**src/rtl/core/zcdp_pkg.sv**
```systemverilog
package zcdp_pkg;

  // Record layout
  localparam int HDR_LEN       = 46;
  localparam int HDR_KEEP      = HDR_LEN - 1;
  localparam int POS_W         = 18;
  localparam logic [31:0] CD_SIGNATURE = 32'h0201_4b50;

  localparam int OFF_SIG       = 0;
  localparam int OFF_METHOD    = 10;
  localparam int OFF_CRC       = 16;
  localparam int OFF_PACKED    = 20;
  localparam int OFF_PLAIN     = 24;
  localparam int OFF_NAME_LEN  = 28;
  localparam int OFF_EXTRA_LEN = 30;
  localparam int OFF_CMT_LEN   = 32;
  localparam int OFF_LOCAL     = 42;

  // Register map
  localparam int CFG_ADDR_W = 3;
  localparam logic REG_EXPECTED_ENTRIES = 1'b0;

  // Output queue
  localparam int QUEUE_DEPTH = 4;
  localparam int QPTR_W      = $clog2(QUEUE_DEPTH);
  localparam int QCNT_W      = $clog2(QUEUE_DEPTH + 1);

  typedef enum logic [2:0] {
    KIND_ENTRY = 3'd0,
    KIND_NAME  = 3'd1,
    KIND_DONE  = 3'd2,
    KIND_BAD   = 3'd3,
    KIND_TRUNC = 3'd4
  } kind_t;

  typedef struct packed {
    kind_t       kind;
    logic [15:0] entry_index;
    logic [15:0] method;
    logic [31:0] crc_value;
    logic [31:0] packed_size;
    logic [31:0] plain_size;
    logic [15:0] name_length;
    logic [31:0] local_offset;
    logic [31:0] pool_offset;
    logic [7:0]  name_char;
  } result_t;

  // All results caused by one input byte
  typedef struct packed {
    logic        has_pri;
    result_t     pri;
    logic        has_term;
    kind_t       term_kind;
    logic [15:0] term_index;
  } queue_entry_t;

  typedef struct packed {
    logic full;
    logic empty;
  } queue_status_t;

endpackage

```
**src/rtl/core/zcdp_byte_if.sv**
```systemverilog
interface zcdp_byte_if;
  logic       valid;
  logic       ready;
  logic [7:0] data_byte;
  logic       last_byte;

  modport source (output valid, output data_byte, output last_byte, input ready);
  modport sink   (input valid, input data_byte, input last_byte, output ready);
endinterface

```
**src/rtl/core/zcdp_result_if.sv**
```systemverilog
interface zcdp_result_if;
  logic        valid;
  logic        ready;
  logic [2:0]  kind;
  logic [15:0] entry_index;
  logic [15:0] method;
  logic [31:0] crc_value;
  logic [31:0] packed_size;
  logic [31:0] plain_size;
  logic [15:0] name_length;
  logic [31:0] local_offset;
  logic [31:0] pool_offset;
  logic [7:0]  name_char;

  modport source (
    output valid, output kind, output entry_index, output method, output crc_value,
    output packed_size, output plain_size, output name_length, output local_offset,
    output pool_offset, output name_char, input ready
  );
  modport sink (
    input valid, input kind, input entry_index, input method, input crc_value,
    input packed_size, input plain_size, input name_length, input local_offset,
    input pool_offset, input name_char, output ready
  );
endinterface

```
**src/rtl/core/zip_central_directory_parser_unit.sv**
```systemverilog
// Channel     Dir  Payload                                     Accepted when
// byte_in     in   data_byte[7:0], last_byte                   valid && ready
// result_out  out  kind, entry_index, record fields, name_char  valid && ready
// apb         in   paddr[2:0], pwdata[31:0] -> prdata[31:0]    psel && penable && pwrite
//
// One byte is taken per cycle; its state update completes at the accepting edge and
// its results go to a four-slot queue, seen on the output the next cycle at earliest.
// Each byte fills at most one slot; only the last byte of a stream can carry two
// results (record or name result, then the end result), shown on the output one after the other.
// Input ready drops only while the queue is full. Reset clears all control state;
// the last byte of a stream also returns the parser to its start state.
module zip_central_directory_parser_unit (
  input  logic                              clk,
  input  logic                              rst,
  zcdp_byte_if.sink                         byte_in,
  zcdp_result_if.source                     result_out,
  input  logic                              psel,
  input  logic                              penable,
  input  logic                              pwrite,
  input  logic [zcdp_pkg::CFG_ADDR_W-1:0]   paddr,
  input  logic [31:0]                       pwdata,
  output logic [31:0]                       prdata,
  output logic                              pready
);

  localparam logic [zcdp_pkg::POS_W-1:0] HDR_END = zcdp_pkg::POS_W'(zcdp_pkg::HDR_LEN);
  localparam logic [zcdp_pkg::POS_W-1:0] HDR_LAST =
    zcdp_pkg::POS_W'(zcdp_pkg::HDR_LEN - 1);

  // Registers
  logic [15:0]                 expected_entries;
  logic [zcdp_pkg::POS_W-1:0]  record_position;
  logic [zcdp_pkg::POS_W-1:0]  name_end;
  logic [zcdp_pkg::POS_W-1:0]  rec_end;
  logic [15:0]                 entries_done;
  logic [31:0]                 pool_running;
  logic                        failed_flag;
  logic [7:0]                  hdr_sr [zcdp_pkg::HDR_KEEP];

  logic [zcdp_pkg::POS_W-1:0]  record_position_next;
  logic [zcdp_pkg::POS_W-1:0]  name_end_next;
  logic [zcdp_pkg::POS_W-1:0]  rec_end_next;
  logic [15:0]                 entries_done_next;
  logic [31:0]                 pool_running_next;
  logic                        failed_flag_next;

  logic                        in_acc;
  logic                        cfg_wr;
  logic                        active;
  logic                        in_hdr;
  logic                        shift_en;
  logic [31:0]                 sig;
  logic [15:0]                 nl;
  logic [15:0]                 el;
  logic [15:0]                 cl;
  zcdp_pkg::queue_entry_t      qe;
  zcdp_pkg::queue_status_t     qstat;

  assign in_acc = byte_in.valid && byte_in.ready;
  assign byte_in.ready = !qstat.full;

  // Config port
  assign pready = 1'b1;
  assign cfg_wr = psel && penable && pwrite &&
                  (paddr[zcdp_pkg::CFG_ADDR_W-1] == zcdp_pkg::REG_EXPECTED_ENTRIES);
  assign prdata = (paddr[zcdp_pkg::CFG_ADDR_W-1] == zcdp_pkg::REG_EXPECTED_ENTRIES) ?
                  {16'd0, expected_entries} : 32'd0;

  always_ff @(posedge clk) begin
    if (rst) begin
      expected_entries <= '0;
    end else if (cfg_wr) begin
      expected_entries <= pwdata[15:0];
    end
  end

  // Header taps
  assign sig = {hdr_sr[zcdp_pkg::OFF_SIG+3], hdr_sr[zcdp_pkg::OFF_SIG+2],
                hdr_sr[zcdp_pkg::OFF_SIG+1], hdr_sr[zcdp_pkg::OFF_SIG]};
  assign nl  = {hdr_sr[zcdp_pkg::OFF_NAME_LEN+1], hdr_sr[zcdp_pkg::OFF_NAME_LEN]};
  assign el  = {hdr_sr[zcdp_pkg::OFF_EXTRA_LEN+1], hdr_sr[zcdp_pkg::OFF_EXTRA_LEN]};
  assign cl  = {hdr_sr[zcdp_pkg::OFF_CMT_LEN+1], hdr_sr[zcdp_pkg::OFF_CMT_LEN]};

  assign active = !failed_flag && (entries_done < expected_entries);
  assign in_hdr = record_position < HDR_END;

  // Per-byte parse step
  always_comb begin
    record_position_next = record_position;
    name_end_next        = name_end;
    rec_end_next         = rec_end;
    entries_done_next    = entries_done;
    pool_running_next    = pool_running;
    failed_flag_next     = failed_flag;
    shift_en             = 1'b0;
    qe                   = '0;

    if (in_acc && active) begin
      if (in_hdr) begin
        shift_en = 1'b1;
        if (record_position == HDR_LAST) begin
          if (sig != zcdp_pkg::CD_SIGNATURE) begin
            failed_flag_next = 1'b1;
          end else begin
            qe.has_pri          = 1'b1;
            qe.pri.kind         = zcdp_pkg::KIND_ENTRY;
            qe.pri.entry_index  = entries_done;
            qe.pri.method       = {hdr_sr[zcdp_pkg::OFF_METHOD+1],
                                   hdr_sr[zcdp_pkg::OFF_METHOD]};
            qe.pri.crc_value    = {hdr_sr[zcdp_pkg::OFF_CRC+3], hdr_sr[zcdp_pkg::OFF_CRC+2],
                                   hdr_sr[zcdp_pkg::OFF_CRC+1], hdr_sr[zcdp_pkg::OFF_CRC]};
            qe.pri.packed_size  = {hdr_sr[zcdp_pkg::OFF_PACKED+3],
                                   hdr_sr[zcdp_pkg::OFF_PACKED+2],
                                   hdr_sr[zcdp_pkg::OFF_PACKED+1],
                                   hdr_sr[zcdp_pkg::OFF_PACKED]};
            qe.pri.plain_size   = {hdr_sr[zcdp_pkg::OFF_PLAIN+3],
                                   hdr_sr[zcdp_pkg::OFF_PLAIN+2],
                                   hdr_sr[zcdp_pkg::OFF_PLAIN+1],
                                   hdr_sr[zcdp_pkg::OFF_PLAIN]};
            qe.pri.name_length  = nl;
            // top byte of the local offset is the byte arriving now
            qe.pri.local_offset = {byte_in.data_byte, hdr_sr[zcdp_pkg::OFF_LOCAL+2],
                                   hdr_sr[zcdp_pkg::OFF_LOCAL+1],
                                   hdr_sr[zcdp_pkg::OFF_LOCAL]};
            qe.pri.pool_offset  = pool_running;
            pool_running_next   = pool_running + 32'(nl) + 32'd1;
            name_end_next       = HDR_END + zcdp_pkg::POS_W'(nl);
            rec_end_next        = HDR_END + zcdp_pkg::POS_W'(nl) + zcdp_pkg::POS_W'(el) +
                                  zcdp_pkg::POS_W'(cl);
            // record with no trailing bytes ends with its header
            if ((nl == 16'd0) && (el == 16'd0) && (cl == 16'd0)) begin
              entries_done_next    = entries_done + 16'd1;
              record_position_next = '0;
            end else begin
              record_position_next = HDR_END;
            end
          end
        end else begin
          record_position_next = record_position + 1'b1;
        end
      end else begin
        if (record_position < name_end) begin
          qe.has_pri       = 1'b1;
          qe.pri.kind      = zcdp_pkg::KIND_NAME;
          qe.pri.entry_index = entries_done;
          qe.pri.name_char = byte_in.data_byte;
        end
        if ((record_position + 1'b1) == rec_end) begin
          entries_done_next    = entries_done + 16'd1;
          record_position_next = '0;
        end else begin
          record_position_next = record_position + 1'b1;
        end
      end
    end

    // End of stream: report and rewind
    if (in_acc && byte_in.last_byte) begin
      qe.has_term   = 1'b1;
      qe.term_index = entries_done_next;
      if (failed_flag_next) begin
        qe.term_kind = zcdp_pkg::KIND_BAD;
      end else if (entries_done_next >= expected_entries) begin
        qe.term_kind = zcdp_pkg::KIND_DONE;
      end else if (record_position_next < HDR_END) begin
        qe.term_kind = zcdp_pkg::KIND_BAD;
      end else begin
        qe.term_kind = zcdp_pkg::KIND_TRUNC;
      end
      record_position_next = '0;
      name_end_next        = '0;
      rec_end_next         = '0;
      entries_done_next    = '0;
      pool_running_next    = '0;
      failed_flag_next     = 1'b0;
    end
  end

  // Parser state
  always_ff @(posedge clk) begin
    if (rst) begin
      record_position <= '0;
      name_end        <= '0;
      rec_end         <= '0;
      entries_done    <= '0;
      pool_running    <= '0;
      failed_flag     <= 1'b0;
    end else begin
      record_position <= record_position_next;
      name_end        <= name_end_next;
      rec_end         <= rec_end_next;
      entries_done    <= entries_done_next;
      pool_running    <= pool_running_next;
      failed_flag     <= failed_flag_next;
    end
  end

  // Header byte shift line
  always_ff @(posedge clk) begin
    if (shift_en) begin
      for (int i = 0; i < zcdp_pkg::HDR_KEEP - 1; i++) begin
        hdr_sr[i] <= hdr_sr[i+1];
      end
      hdr_sr[zcdp_pkg::HDR_KEEP-1] <= byte_in.data_byte;
    end
  end

  zcdp_result_queue u_queue (
    .clk       (clk),
    .rst       (rst),
    .push      (qe.has_pri || qe.has_term),
    .push_data (qe),
    .status    (qstat),
    .out_ch    (result_out)
  );

  // Checks
  a_fail_sticky: assert property (@(posedge clk) disable iff (rst)
    (failed_flag && !(in_acc && byte_in.last_byte)) |=> failed_flag)
    else $error("failed flag dropped before end of stream");

  a_pos_in_record: assert property (@(posedge clk) disable iff (rst)
    (record_position >= HDR_END) |-> (record_position < rec_end))
    else $error("record position ran past end of record");

  a_stream_rewind: assert property (@(posedge clk) disable iff (rst)
    (in_acc && byte_in.last_byte) |=>
      (record_position == '0) && (entries_done == '0) && !failed_flag &&
      (pool_running == '0))
    else $error("parser not rewound after last byte");

endmodule

```
**src/rtl/core/zcdp_result_queue.sv**
```systemverilog
module zcdp_result_queue (
  input  logic                   clk,
  input  logic                   rst,
  input  logic                   push,
  input  zcdp_pkg::queue_entry_t push_data,
  output zcdp_pkg::queue_status_t status,
  zcdp_result_if.source          out_ch
);

  zcdp_pkg::queue_entry_t            slot [zcdp_pkg::QUEUE_DEPTH];
  logic [zcdp_pkg::QPTR_W-1:0]       wr_ptr;
  logic [zcdp_pkg::QPTR_W-1:0]       rd_ptr;
  logic [zcdp_pkg::QCNT_W-1:0]       count;
  logic                              term_phase;

  zcdp_pkg::queue_entry_t head;
  zcdp_pkg::result_t      shown;
  logic                   send_term;
  logic                   beat;
  logic                   pop;

  assign head      = slot[rd_ptr];
  assign send_term = !head.has_pri || term_phase;
  assign beat      = out_ch.valid && out_ch.ready;
  assign pop       = beat && (send_term || !head.has_term);

  assign status.empty = (count == '0);
  assign status.full  = (count == zcdp_pkg::QCNT_W'(zcdp_pkg::QUEUE_DEPTH));

  // Head request: record result first, then the end-of-stream result
  always_comb begin
    if (send_term) begin
      shown             = '0;
      shown.kind        = head.term_kind;
      shown.entry_index = head.term_index;
    end else begin
      shown = head.pri;
    end
  end

  assign out_ch.valid        = !status.empty;
  assign out_ch.kind         = shown.kind;
  assign out_ch.entry_index  = shown.entry_index;
  assign out_ch.method       = shown.method;
  assign out_ch.crc_value    = shown.crc_value;
  assign out_ch.packed_size  = shown.packed_size;
  assign out_ch.plain_size   = shown.plain_size;
  assign out_ch.name_length  = shown.name_length;
  assign out_ch.local_offset = shown.local_offset;
  assign out_ch.pool_offset  = shown.pool_offset;
  assign out_ch.name_char    = shown.name_char;

  // Storage
  always_ff @(posedge clk) begin
    if (push) begin
      slot[wr_ptr] <= push_data;
    end
  end

  // Pointers and count
  always_ff @(posedge clk) begin
    if (rst) begin
      wr_ptr     <= '0;
      rd_ptr     <= '0;
      count      <= '0;
      term_phase <= 1'b0;
    end else begin
      if (push) begin
        wr_ptr <= wr_ptr + 1'b1;
      end
      if (pop) begin
        rd_ptr <= rd_ptr + 1'b1;
      end
      if (push && !pop) begin
        count <= count + 1'b1;
      end else if (!push && pop) begin
        count <= count - 1'b1;
      end
      if (pop) begin
        term_phase <= 1'b0;
      end else if (beat) begin
        term_phase <= 1'b1;
      end
    end
  end

endmodule

```
**src/flat_wrapper.sv**
```systemverilog
// flat-port wrapper written by rule: the top's interface ports become plain ports
module zip_central_directory_parser_unit_flat 
  (clk, rst, psel, penable, pwrite, paddr, pwdata, prdata, pready, byte_in_valid, byte_in_data_byte, byte_in_last_byte, byte_in_ready, result_out_valid, result_out_kind, result_out_entry_index, result_out_method, result_out_crc_value, result_out_packed_size, result_out_plain_size, result_out_name_length, result_out_local_offset, result_out_pool_offset, result_out_name_char, result_out_ready);
  zcdp_byte_if byte_in_i ();
  zcdp_result_if result_out_i ();
  input  logic clk;
  input  logic rst;
  input  logic psel;
  input  logic penable;
  input  logic pwrite;
  input  logic [zcdp_pkg::CFG_ADDR_W-1:0] paddr;
  input  logic [31:0] pwdata;
  output logic [31:0] prdata;
  output logic pready;
  input wire logic [$bits(byte_in_i.valid)-1:0] byte_in_valid;
  input wire logic [$bits(byte_in_i.data_byte)-1:0] byte_in_data_byte;
  input wire logic [$bits(byte_in_i.last_byte)-1:0] byte_in_last_byte;
  output wire logic [$bits(byte_in_i.ready)-1:0] byte_in_ready;
  output wire logic [$bits(result_out_i.valid)-1:0] result_out_valid;
  output wire logic [$bits(result_out_i.kind)-1:0] result_out_kind;
  output wire logic [$bits(result_out_i.entry_index)-1:0] result_out_entry_index;
  output wire logic [$bits(result_out_i.method)-1:0] result_out_method;
  output wire logic [$bits(result_out_i.crc_value)-1:0] result_out_crc_value;
  output wire logic [$bits(result_out_i.packed_size)-1:0] result_out_packed_size;
  output wire logic [$bits(result_out_i.plain_size)-1:0] result_out_plain_size;
  output wire logic [$bits(result_out_i.name_length)-1:0] result_out_name_length;
  output wire logic [$bits(result_out_i.local_offset)-1:0] result_out_local_offset;
  output wire logic [$bits(result_out_i.pool_offset)-1:0] result_out_pool_offset;
  output wire logic [$bits(result_out_i.name_char)-1:0] result_out_name_char;
  input wire logic [$bits(result_out_i.ready)-1:0] result_out_ready;
  assign byte_in_i.valid = byte_in_valid;
  assign byte_in_i.data_byte = byte_in_data_byte;
  assign byte_in_i.last_byte = byte_in_last_byte;
  assign byte_in_ready = byte_in_i.ready;
  assign result_out_valid = result_out_i.valid;
  assign result_out_kind = result_out_i.kind;
  assign result_out_entry_index = result_out_i.entry_index;
  assign result_out_method = result_out_i.method;
  assign result_out_crc_value = result_out_i.crc_value;
  assign result_out_packed_size = result_out_i.packed_size;
  assign result_out_plain_size = result_out_i.plain_size;
  assign result_out_name_length = result_out_i.name_length;
  assign result_out_local_offset = result_out_i.local_offset;
  assign result_out_pool_offset = result_out_i.pool_offset;
  assign result_out_name_char = result_out_i.name_char;
  assign result_out_i.ready = result_out_ready;
  zip_central_directory_parser_unit u_core (.clk(clk), .rst(rst), .byte_in(byte_in_i), .result_out(result_out_i), .psel(psel), .penable(penable), .pwrite(pwrite), .paddr(paddr), .pwdata(pwdata), .prdata(prdata), .pready(pready));
endmodule
```
**config.mk**
```make
export PLATFORM = sky130hd
export DESIGN_NAME = zip_central_directory_parser_unit_flat
export DESIGN_NICKNAME = d
export VERILOG_FILES = /design/src/rtl/core/zcdp_pkg.sv /design/src/rtl/core/zcdp_byte_if.sv /design/src/rtl/core/zcdp_result_if.sv /design/src/rtl/core/zip_central_directory_parser_unit.sv /design/src/rtl/core/zcdp_result_queue.sv /design/src/flat_wrapper.sv
export SDC_FILE = /design/constraint.sdc
export NUM_CORES = 2
export LEC_CHECK = 0
export CORE_MARGIN = 2
export CORE_UTILIZATION = 57
export CTS_BUF_LIST = sky130_fd_sc_hd__clkbuf_8
export DETAILED_ROUTE_END_ITERATION = 16
export DONT_BUFFER_PORTS = 1
export GPL_ROUTABILITY_DRIVEN = 0
export PLACE_DENSITY = 0.72
export SLEW_MARGIN = 20
export SYNTH_ARGS = -nofsm -noshare
export SYNTH_HDL_FRONTEND = slang
export SYNTH_SLANG_ARGS = --single-unit
```
**constraint.sdc**
```tcl
create_clock -name clk -period 27.3 [get_ports clk]
set_input_delay 1.365 -clock clk [delete_from_list [all_inputs] [get_ports clk]]
set_output_delay 1.365 -clock clk [all_outputs]
set_load 0.005 [all_outputs]
```
==> results.md <==
* Die span in x at around 320 um
* Register-to-Register Path Depth at 15
* Post-layout nets at 3697
* TritonCTS clock tree: yes
* Post-CTS Resized at 0
* Clock Tree Root: clkbuf_8
* Max FO, Critical Path at 59
* Final Hold Viols at 0
* Sink Count at 1440
* GR Util met3 at between 5 and 6%
* Initial DRC Count at between 2000 and 3000
* WL/cell at 23.1 um
* Relative slew slack at 21.1%
* Max-cap violations at 0
* Count of final setup violators at 0
* Period Utilization, post-route at about a quarter
* P_leak at just over 20 nW
* Peak VDD IR at 0.0640 mV
* GR Util met2 at 38.1%
* Met1 Usage GRT at roughly 29%
* Layout cell share with drive strength beyond 1 at between 10% and 20%
* Asr flop ratio synth at 0%
* Commonest cells after routing, fill and taps aside: edfxtp_1, mux4_2, clkbuf_8
* Area after DPL at 59700 um^2
* Syn. warnings at 0
* Clock Skew at approximately 68 ps
* Post-Synth XOR/XNOR Area at between 1 and 1.5%
* Adder-Cell Fraction of Synth Area at around 2.5%
* Post-synth top flop: edfxtp_1
* Share of the yosys chip area belonging to registers at a little under three quarters
* H-tree levels at 4
* Clock Tree Buf Depth at 3
* Syn Area/Cell at about 17 um^2
* Vias in the first global route at a little over 30000
* Hold Startpoint: u_core.hdr_sr[8][1]$_DFFE_PP_
* Synth Area in Simple Gates at a little under a tenth
* IO Count at between 300 and 400
* Mapped Area at 58300 um^2
* Filler instances at between 7000 and 8000
* CP arrival at just under 7000 ps
* Rows at roughly 120
* Total negative slack at 0 ps
* Cts hold-fix bufs at 0
* Largest family of logic cells by synthesized area: multiplexers
* Cell variety after synth at 85
* Core Area at just over 100000 um^2
* Synth-to-layout area growth at 9.84%
* # DRC at 0
* Post-CTS Setup Inserts at 0
* Worst setup EP type: flip-flop
* CP Data Required Time at 27750 ps
* 1st-pass router iterations at 7
* Total track usage at 22.6%
* Startpoint Class: flip-flop
* CTS clk-pin slew, worst paths at roughly 60 ps
* Synth Register Bits at approximately 1400
* Minimum clock period at ~6500 ps
* Post-synthesis mux area share at slightly below 10%
* Die H at ~320 um
* Worst Hold Class: reg2reg
* Via Count at approximately 30000
* Number of synthesized flops with an enable pin at about 1300
* Dpl hpwl at approximately 71000 um
* Power per cell area at between 80 and 90 nW/um^2
* R2r startpoint: u_core.expected_entries[13]$_SDFFE_PP0P_
* GR peak layer: met2
* WS Path Type: reg2reg
* Design Area, Final at 64100 um^2
* RSZ-0062 raised after global routing: no
* Measured slew at the worst slew-check pin at between 1000 and 1500 ps
* Post-DRT Antenna Nets at 0
* Area fraction in compound gates after synthesis at about 3%
* Hold Path Depth at 0
* Commonest non-fill, non-tap cell in the layout: edfxtp_1
* Worst-Skew Late Latency at ~890 ps
* Num CTS Buffers at approximately 220
* Peak Freq at about 0.15 GHz
* Via/cell ratio at ~5.8
* Synth Instances at between 3000 and 4000
* Post-Route WL at approximately 120000 um
* FF-to-FF End: u_core.u_queue.slot[1][177]$_DFFE_PP_
* Port-buffer cells at 0
* Initial antenna violation count at 1
* Die area at 105000 um^2
* First-pass GRT wire length at around 180000 um
* Final Max Tran Viols at 0
* Grt total ovfl at 0
* Starting Density at 57.4%
* Outcome: completed
* Reg2Reg Setup Slack at 20820 ps
* Worst Hold Path EP: u_core.hdr_sr[7][1]$_DFFE_PP_
* Pin count of the biggest net entering global routing at roughly 220
[worst max path at each step]
stage | startpoint | to | slack, ps | depth (start not counted)
6_report | u_core.expected_entries[13]$_SDFFE_PP0P_ | u_core.u_queue.slot[1][177]$_DFFE_PP_ | 20820 | 15
4_1_cts | flip-flop | result_out_packed_size[24] | 20350 | 5
5_1_grt | flip-flop | result_out_plain_size[1] | 20270 | 6
3_3_place_gp | byte_in_valid | u_core.u_queue.slot[3][204]$_DFFE_PP_ | 20640 | 12
2_1_floorplan | byte_in_valid | u_core.u_queue.slot[0][17]$_DFFE_PP_ | 6610 | 9
3_5_place_dp | byte_in_valid | u_core.u_queue.slot[0][205]$_DFFE_PP_ | 20480 | 12
[critical path, stage by stage, from the launching register on]
cell and delay (ps):
dfxtp_1 330, inv_1 100, ha_1 310, a211oi_1 260
nor2_1 120, nor4_1 770, o211ai_2 470, a2111oi_0 450
o21ai_1 130, a21oi_1 140, buf_4 250, nor3_1 70
buf_4 210, nor2b_4 660, buf_4 830, buf_4 860
[routing by layer]
layer  part of all wire (%)  vias to the layer above
met3                    6.6                      220
met1                     40                    15200
met5                      0                        -
li1                       -                    13300
met2                     51                     1034
met4                    2.7                        0
[cells in the mapped netlist (5+ instances only)]
cell,n,area share (%)
mux2_2,18,0.35
a21oi_1,94,0.81
xor2_1,42,0.63
clkbuf_1,107,0.69
nor3_1,34,0.29
buf_2,20,0.17
and3_1,21,0.23
buf_4,21,0.27
buf_1,26,0.17
nand2_1,141,0.91
nor4b_1,5,0.075
o211ai_1,6,0.077
nor3b_2,5,0.11
fa_1,19,0.65
nand2b_1,15,0.16
nand4_1,23,0.25
nor2b_1,228,2.4
or4_1,5,0.064
and4_1,6,0.090
ha_1,88,1.9
nand3b_1,7,0.090
xnor2_1,47,0.71
and2_1,205,2.2
nor2_1,145,0.93
a21o_1,21,0.27
mux4_2,238,9.2
nor3b_1,8,0.10
mux2i_1,6,0.10
dfxtp_1,128,4.4
o21ai_0,35,0.30
or3_1,14,0.15
nand3_1,48,0.41
edfxtp_1,1312,68
a31oi_1,10,0.11
nor4_1,27,0.29
inv_1,137,0.88
o21a_1,10,0.13
a211oi_1,25,0.32
[through the flow]
stage / hold WS (ps) / power, W / instances / util, % / worst slack (ps)
after floorplan: 400 / 0.00345 / 3451 / - / 6610
after global placement: 402 / 0.00363 / 4682 / 58.8 / 20640
after detailed placement: 405 / 0.00365 / 4682 / 58.8 / 20480
after CTS: 386 / 0.00535 / 5100 / 63.0 / 20350
after global routing: 393 / 0.00552 / 5105 / 63.1 / 20270
final: 394 / 0.00528 / 5105 / 63.1 / 20820
[power breakdown]
part	switching (W)	total [W]	leakage [nW]	internal (W)
sequential	0.0000817	0.00265	12.2	0.00257
combinational	0.000534	0.000940	5.80	0.000405
clock	0.000818	0.00169	2.44	0.000871
[layout make-up]
class	instances	area, um^2	area share [%]
clock inverters	185	1060	1.65
diodes	1	2.50	0.00390
clock buffers	233	3210	5.00
flip-flops and latches	1440	42000	65.5
well taps	1368	1710	2.67
repair buffers	43	413	0.644
inverters	137	514	0.802
multi-input cells	1698	15200	23.7
[registers in the layout, indices dropped and copies added (netlist names), named ones only]
| name | cells |
|---|---|
| u_core.record_position | 18 |
| u_core.expected_entries | 16 |
| u_core.u_queue.count | 3 |
| u_core.u_queue.slot | 952 |
| u_core.entries_done | 16 |
| u_core.failed_flag | 1 |
| u_core.pool_running | 32 |
| u_core.u_queue.rd_ptr | 2 |
| u_core.hdr_sr | 360 |
| u_core.name_end | 17 |
| u_core.u_queue.term_phase | 1 |
| u_core.u_queue.wr_ptr | 2 |
| u_core.rec_end | 18 |
[cell families (layout without fill, tap and decap cells)]
kind of cell    Yosys count  after routing
mux                     262            262
flops                  1440           1440
compound gates          257            257
fa+ha+maj               107            107
buf+inv                 313            598
xor+xnor                 90             90
simple gates            965            965
other cells               2             18
Power figures use the tool's default switching activity.
